<file path="src/nearest_point_search_3d_unit_macros.svh">
// ----------------------------------------------------------------------------
// Nearest point search assertion macros
// Shared concurrent assertion forms for the nearest point search unit.
// ----------------------------------------------------------------------------
`ifndef NEAREST_POINT_SEARCH_3D_UNIT_MACROS_SVH
`define NEAREST_POINT_SEARCH_3D_UNIT_MACROS_SVH

// same-cycle implication
`define NPS3D_ASSERT_IMP(label, clk, rst_n, ante, cons, msg) \
	label: assert property (@(posedge clk) disable iff (!rst_n) (ante) |-> (cons)) \
		else $error(msg);

// next-cycle implication
`define NPS3D_ASSERT_NXT(label, clk, rst_n, ante, cons, msg) \
	label: assert property (@(posedge clk) disable iff (!rst_n) (ante) |=> (cons)) \
		else $error(msg);

`endif

</file>
<file path="src/nps3d_pkg.sv">
// ----------------------------------------------------------------------------
// nps3d_pkg
// Codes, defaults and controller/datapath handshake types for the nearest
// point search unit.
// ----------------------------------------------------------------------------
`timescale 1ns / 1ps

package nps3d_pkg;

	localparam int DEF_MAX_POINTS = 256;
	localparam int DEF_COORD_BITS = 24;
	localparam int INDEX_OUT_W    = 8;

	localparam logic [1:0] CMD_APPEND = 2'd0;
	localparam logic [1:0] CMD_QUERY  = 2'd1;
	localparam logic [1:0] CMD_CLEAR  = 2'd2;

	localparam logic [1:0] ST_OK    = 2'd0;
	localparam logic [1:0] ST_EMPTY = 2'd1;
	localparam logic [1:0] ST_FULL  = 2'd2;

	typedef struct packed {
		logic       capture;
		logic       append_wr;
		logic       clear;
		logic       scan_start;
		logic       scan_rd;
		logic       load_res;
		logic       res_query;
		logic [1:0] res_status;
	} ctl_cmd_t;

	typedef struct packed {
		logic full;
		logic empty;
		logic scan_last;
		logic busy;
	} ctl_sts_t;

endpackage

</file>
<file path="src/nps3d_ctrl.sv">
// ----------------------------------------------------------------------------
// nps3d_ctrl
// Command sequencer: takes items, steps the datapath through append, clear
// and scan, and owns the result valid flag.
// ----------------------------------------------------------------------------
`timescale 1ns / 1ps

module nps3d_ctrl (
	input  logic                clk,
	input  logic                arst_n,
	input  logic                s_tvalid,
	output logic                s_tready,
	input  logic [1:0]          in_cmd,
	output logic                m_tvalid,
	input  logic                m_tready,
	input  nps3d_pkg::ctl_sts_t sts,
	output nps3d_pkg::ctl_cmd_t cmd
);
	import nps3d_pkg::*;

	`include "nearest_point_search_3d_unit_macros.svh"

	typedef enum logic [1:0] {
		S_IDLE,
		S_EXEC,
		S_SCAN,
		S_DRAIN
	} state_t;

	state_t     state_q;
	logic [1:0] cmd_q;
	logic       s_tready_q;
	logic       m_tvalid_q;
	logic       out_free;
	logic       accept;

	assign s_tready = s_tready_q;
	assign m_tvalid = m_tvalid_q;
	assign out_free = !m_tvalid_q || m_tready;
	assign accept   = s_tvalid && s_tready_q;

	always_comb begin
		cmd = '0;
		cmd.capture = accept;
		case (state_q)
			S_EXEC: begin
				case (cmd_q)
					CMD_QUERY: begin
						if (sts.empty) begin
							cmd.load_res   = out_free;
							cmd.res_status = ST_EMPTY;
						end else begin
							cmd.scan_start = 1'b1;
						end
					end
					CMD_APPEND: begin
						cmd.load_res   = out_free;
						cmd.append_wr  = out_free && !sts.full;
						cmd.res_status = sts.full ? ST_FULL : ST_OK;
					end
					CMD_CLEAR: begin
						cmd.load_res   = out_free;
						cmd.clear      = out_free;
						cmd.res_status = ST_OK;
					end
					default: begin
						cmd.load_res   = out_free;
						cmd.res_status = ST_OK;
					end
				endcase
			end
			S_SCAN: begin
				cmd.scan_rd = 1'b1;
			end
			S_DRAIN: begin
				cmd.load_res   = out_free && !sts.busy;
				cmd.res_query  = 1'b1;
				cmd.res_status = ST_OK;
			end
			default: begin
			end
		endcase
	end

	always_ff @(posedge clk or negedge arst_n) begin
		if (!arst_n) begin
			state_q    <= S_IDLE;
			cmd_q      <= CMD_APPEND;
			s_tready_q <= 1'b1;
			m_tvalid_q <= 1'b0;
		end else begin
			if (cmd.load_res) begin
				m_tvalid_q <= 1'b1;
			end else if (m_tready) begin
				m_tvalid_q <= 1'b0;
			end
			case (state_q)
				S_IDLE: begin
					if (accept) begin
						cmd_q      <= in_cmd;
						s_tready_q <= 1'b0;
						state_q    <= S_EXEC;
					end
				end
				S_EXEC: begin
					if (cmd.scan_start) begin
						state_q <= S_SCAN;
					end else if (cmd.load_res) begin
						s_tready_q <= 1'b1;
						state_q    <= S_IDLE;
					end
				end
				S_SCAN: begin
					if (sts.scan_last) begin
						state_q <= S_DRAIN;
					end
				end
				S_DRAIN: begin
					if (cmd.load_res) begin
						s_tready_q <= 1'b1;
						state_q    <= S_IDLE;
					end
				end
				default: begin
					state_q <= S_IDLE;
				end
			endcase
		end
	end

	`NPS3D_ASSERT_IMP(a_load_free, clk, arst_n, cmd.load_res, out_free, "result loaded over a pending item")
	`NPS3D_ASSERT_NXT(a_accept_busy, clk, arst_n, accept, !s_tready_q, "second item taken while busy")
	`NPS3D_ASSERT_IMP(a_scan_quiet, clk, arst_n, state_q == S_SCAN, !m_tvalid_q || !s_tready_q, "ready during scan")

endmodule

</file>
<file path="config.mk">
export PLATFORM = sky130hd
export DESIGN_NAME = nps3d_ctrl
export DESIGN_NICKNAME = d
export VERILOG_FILES = /design/src/nps3d_pkg.sv /design/src/nps3d_ctrl.sv
export VERILOG_INCLUDE_DIRS = /design/src /design/src/src
export SDC_FILE = /design/constraint.sdc
export NUM_CORES = 1
export LEC_CHECK = 0
export BUFFER_PORTS_ARGS = -buffer_cell sky130_fd_sc_hd__buf_2
export CORE_AREA = 2 2 39 41
export CTS_CLUSTER_DIAMETER = 30
export DETAILED_ROUTE_END_ITERATION = 8
export DIE_AREA = 0 0 41 43
export HOLD_SLACK_MARGIN = 0.12
export PLACE_DENSITY = 0.65
export SLEW_MARGIN = 20
export SYNTH_ARGS = -nofsm -noshare
export SYNTH_HDL_FRONTEND = slang
export SYNTH_SLANG_ARGS = --single-unit
</file>
<file path="constraint.sdc">
create_clock -name clk -period 1.2 [get_ports clk]
set_input_delay 0.18 -clock clk [delete_from_list [all_inputs] [get_ports clk]]
set_output_delay 0.18 -clock clk [all_outputs]
set_load 0.01 [all_outputs]
</file>
==> results.yml <==
status:
  status: "finished, violations left"
  violations: "negative setup slack"
sta:
  fin_crit_sh_pct: 125
  finClkSkew_ns: 0.0110
  finalWorstSetupSlack_ns: -0.295
  worst_pin_slew_ns: 0.256
  finalHoldViolCount: 0
  post-route-min-period_ns: 1.49
  relSlewSlack_pct: 82.9
  setup_viol: 15
  drv_slew: 0
  fmax_ghz: 0.669
  grt_setup_unrepaired: "yes"
power_and_ir_drop:
  seqPwrFrac_pct: 20.5
  p_switching_uw: 777
  p_per_area_nw_per_um2: 2410
  total_power_uw: 2050
  swShare_pct: 37.9
  peakVddDrop_mv: 0.916
  p_comb_share_pct: 70.0
  p_int_uw: 1270
  power_frac_clock_pct: 9.5
  p_leak_uw: 0.000419
floorplanning:
  io_pins: 21
  core_um2: 1380
  row_count: 14
  die_h_um: 43
  die_w_um: 41
  die_area_um2: 1760
  initial_utilization_pct: 26.3
route:
  drt_iter0_markers: 4
  route.antenna.remaining_nets: 0
  avgViaCountPerCell: 4.73
  drt-total-wl_mm: 1.47
  wire_per_inst_um: 14.8
  vias: 468
  drtPass1Iterations: 2
  wl_met3_um: 45
  drc_errors: 0
  wl_met1_um: 529
  wl_met2_um: 890
  top_layer_used: "met3"
global_route:
  grt_pass1_vias: 443
  track_usage_pct: 15.2
  antenna_found_initial: 0
  grt_max_degree: 7
  grt_pass1_wl_mm: 1.80
  grt-ovfl-total: 0
worst_hold_path:
  whs_path_depth: 2
  hold_end: "cmd_q[0]$_DFFE_PN0P_"
  min_from: "in_cmd[0]"
  hold_path_class: "primary input to flip-flop"
setup_path:
  ff2ff_path_depth: 5
  crit_path_start: "cmd_q[1]$_DFFE_PN0P_"
  path_class: "flip-flop to primary output"
  r2r-start: "cmd_q[1]$_DFFE_PN0P_"
  crit_fanout: 3
  reg2reg_slack_ns: -0.18
  critPathLaunchType: "flip-flop"
  endpoint_kind: "primary output"
  cp_data_arrival_time_ns: 1.31
  critical_path_required_ns: 1.02
  r2r_end: "m_tvalid$_DFFE_PN0P_"
synth:
  synth_cell_types: 25
  synth-seq-cells: 6
  synth_cells: 38
  syn-cell-area_um2: 364
  ys_seq_area_share_pct: 41.6
  ys.warnings.count: 0
  syn_area_per_cell_um2: 9.58
  synth_nets: 48
flow_run:
  maxCapViolations: 0
layout:
  layout_commonest_cell: "buf_2"
  fin_nets: 94
  syn_to_final_growth_pct: 134
  num-fill-cells: 102
  fin_util_pct: 61.5
  drive_above_1_share_pct: 80.7
  fin_cells: 99
  antenna_cells: 0
  layout_common_cells: "buf_2, buf_4, buf_6"
clock_tree:
  cts_tree: "done"
  cts_buffers: 3
  cts.sinks: 6
  htree_levels: 1
  path_clk_slew_ns: 0.04
  cts_buffer_depth: 2
  clkLatencyLatePin_ns: 0.24
  cts_root_buf: "clkbuf_4"
placement:
  io_buffers: 20
  placed_cells: 82
  place.gp.congestion: 0.736
  preCtsSetupSlack_ns: -0.157
area by class of cell:
class / instances / area (um2) / area share [%]
repair buffers: 43 / 327 / 38.4
inverters: 1 / 3.75 / 0.441
flip-flops and latches: 6 / 154 / 18.1
multi-input cells: 29 / 320 / 37.6
well taps: 16 / 20.0 / 2.35
clock buffers: 4 / 26.3 / 3.09
flip-flops by register name (all words and copies together), names as in the netlist:
signal	count
m_tvalid	1
s_tready	1
cmd_q	2
state_q	2
cell usage after synthesis (all sizes together):
| library cell | n | area [um2] |
|---|---|---|
| dfrtp | 5 | 125 |
| nand2 | 4 | 15.0 |
| nor2b | 3 | 18.8 |
| a21oi | 2 | 10.0 |
| and2 | 2 | 12.5 |
| buf | 2 | 12.5 |
| mux2 | 2 | 22.5 |
| nand2b | 2 | 12.5 |
| nor3b | 2 | 20.0 |
| a21o | 1 | 7.51 |
| a31oi | 1 | 6.26 |
| dfstp | 1 | 26.3 |
| inv | 1 | 3.75 |
| mux2i | 1 | 10.0 |
| nand3 | 1 | 5.00 |
| nand3b | 1 | 7.51 |
| nor2 | 1 | 6.26 |
| nor3 | 1 | 5.00 |
| nor4 | 1 | 6.26 |
| nor4b | 1 | 8.76 |
| o21ai | 1 | 5.00 |
| o22ai | 1 | 6.26 |
| or3b | 1 | 11.3 |
how the worst max path moves through the flow:
stage	endpoint	slack, ns	cells past startpoint
2_1_floorplan	cmd_q[0]$_DFFE_PN0P_	-0.15	3
3_3_place_gp	cmd_q[0]$_DFFE_PN0P_	-0.11	3
3_5_place_dp	cmd_q[1]$_DFFE_PN0P_	-0.16	3
4_1_cts	cmd[5]	-0.27	3
5_1_grt	cmd[3]	-0.35	4
6_report	cmd[3]	-0.29	4
cell families (layout without fill, tap and decap cells):
family	count (synthesis)	count (layout)	share of synthesized area, %
multiplexers	3	3	8.93
flip-flops	6	6	41.6
AO/OA/AOI/OAI	6	6	9.62
AND/OR/NAND/NOR	20	20	35.4
buffers and inverters	3	48	4.47
worst max-delay path: stages, from the launching register on:
cell     delay, ns
dfrtp_1       0.38
or3b_4        0.42
nand3_2       0.10
nand2_1       0.05
buf_2         0.14
metal layers:
layer	global-route usage, %	up-vias
li1	-	228
met1	15.9	228
met2	27.2	12
met3	3.14	0
met4	6.00	0
met5	0	-
timing repair:
item / 4_1_cts / 5_1_grt
endpoints found under the hold margin: 6 / 0
pin swaps: 10 / 3
gates resized for setup: 19 / 12
buffers inserted: 9 / 4
setup endpoints to repair: 12 / 16
hold buffers: 1 / 0
through the flow:
step	instance area [um2]	setup TNS (ns)	hold WS [ns]
floorplan	399	-0.378	-0.116
global placement	582	-0.379	0.00853
detailed placement	582	-0.543	0.00794
CTS	752	-2.06	0.180
global route	851	-3.21	0.171
finish	851	-2.48	0.187
power groups by stage:
| stage | clock network [uW] | registers (uW) | logic (uW) |
|---|---|---|---|
| after floorplan | 0 | 442 | 417 |
| after global placement | 0 | 387 | 804 |
| after detailed placement | 0 | 393 | 818 |
| after CTS | 203 | 396 | 1160 |
| after global routing | 222 | 435 | 1520 |
| final | 195 | 421 | 1440 |
No activity file was read; power rests on OpenSTA's default activity.
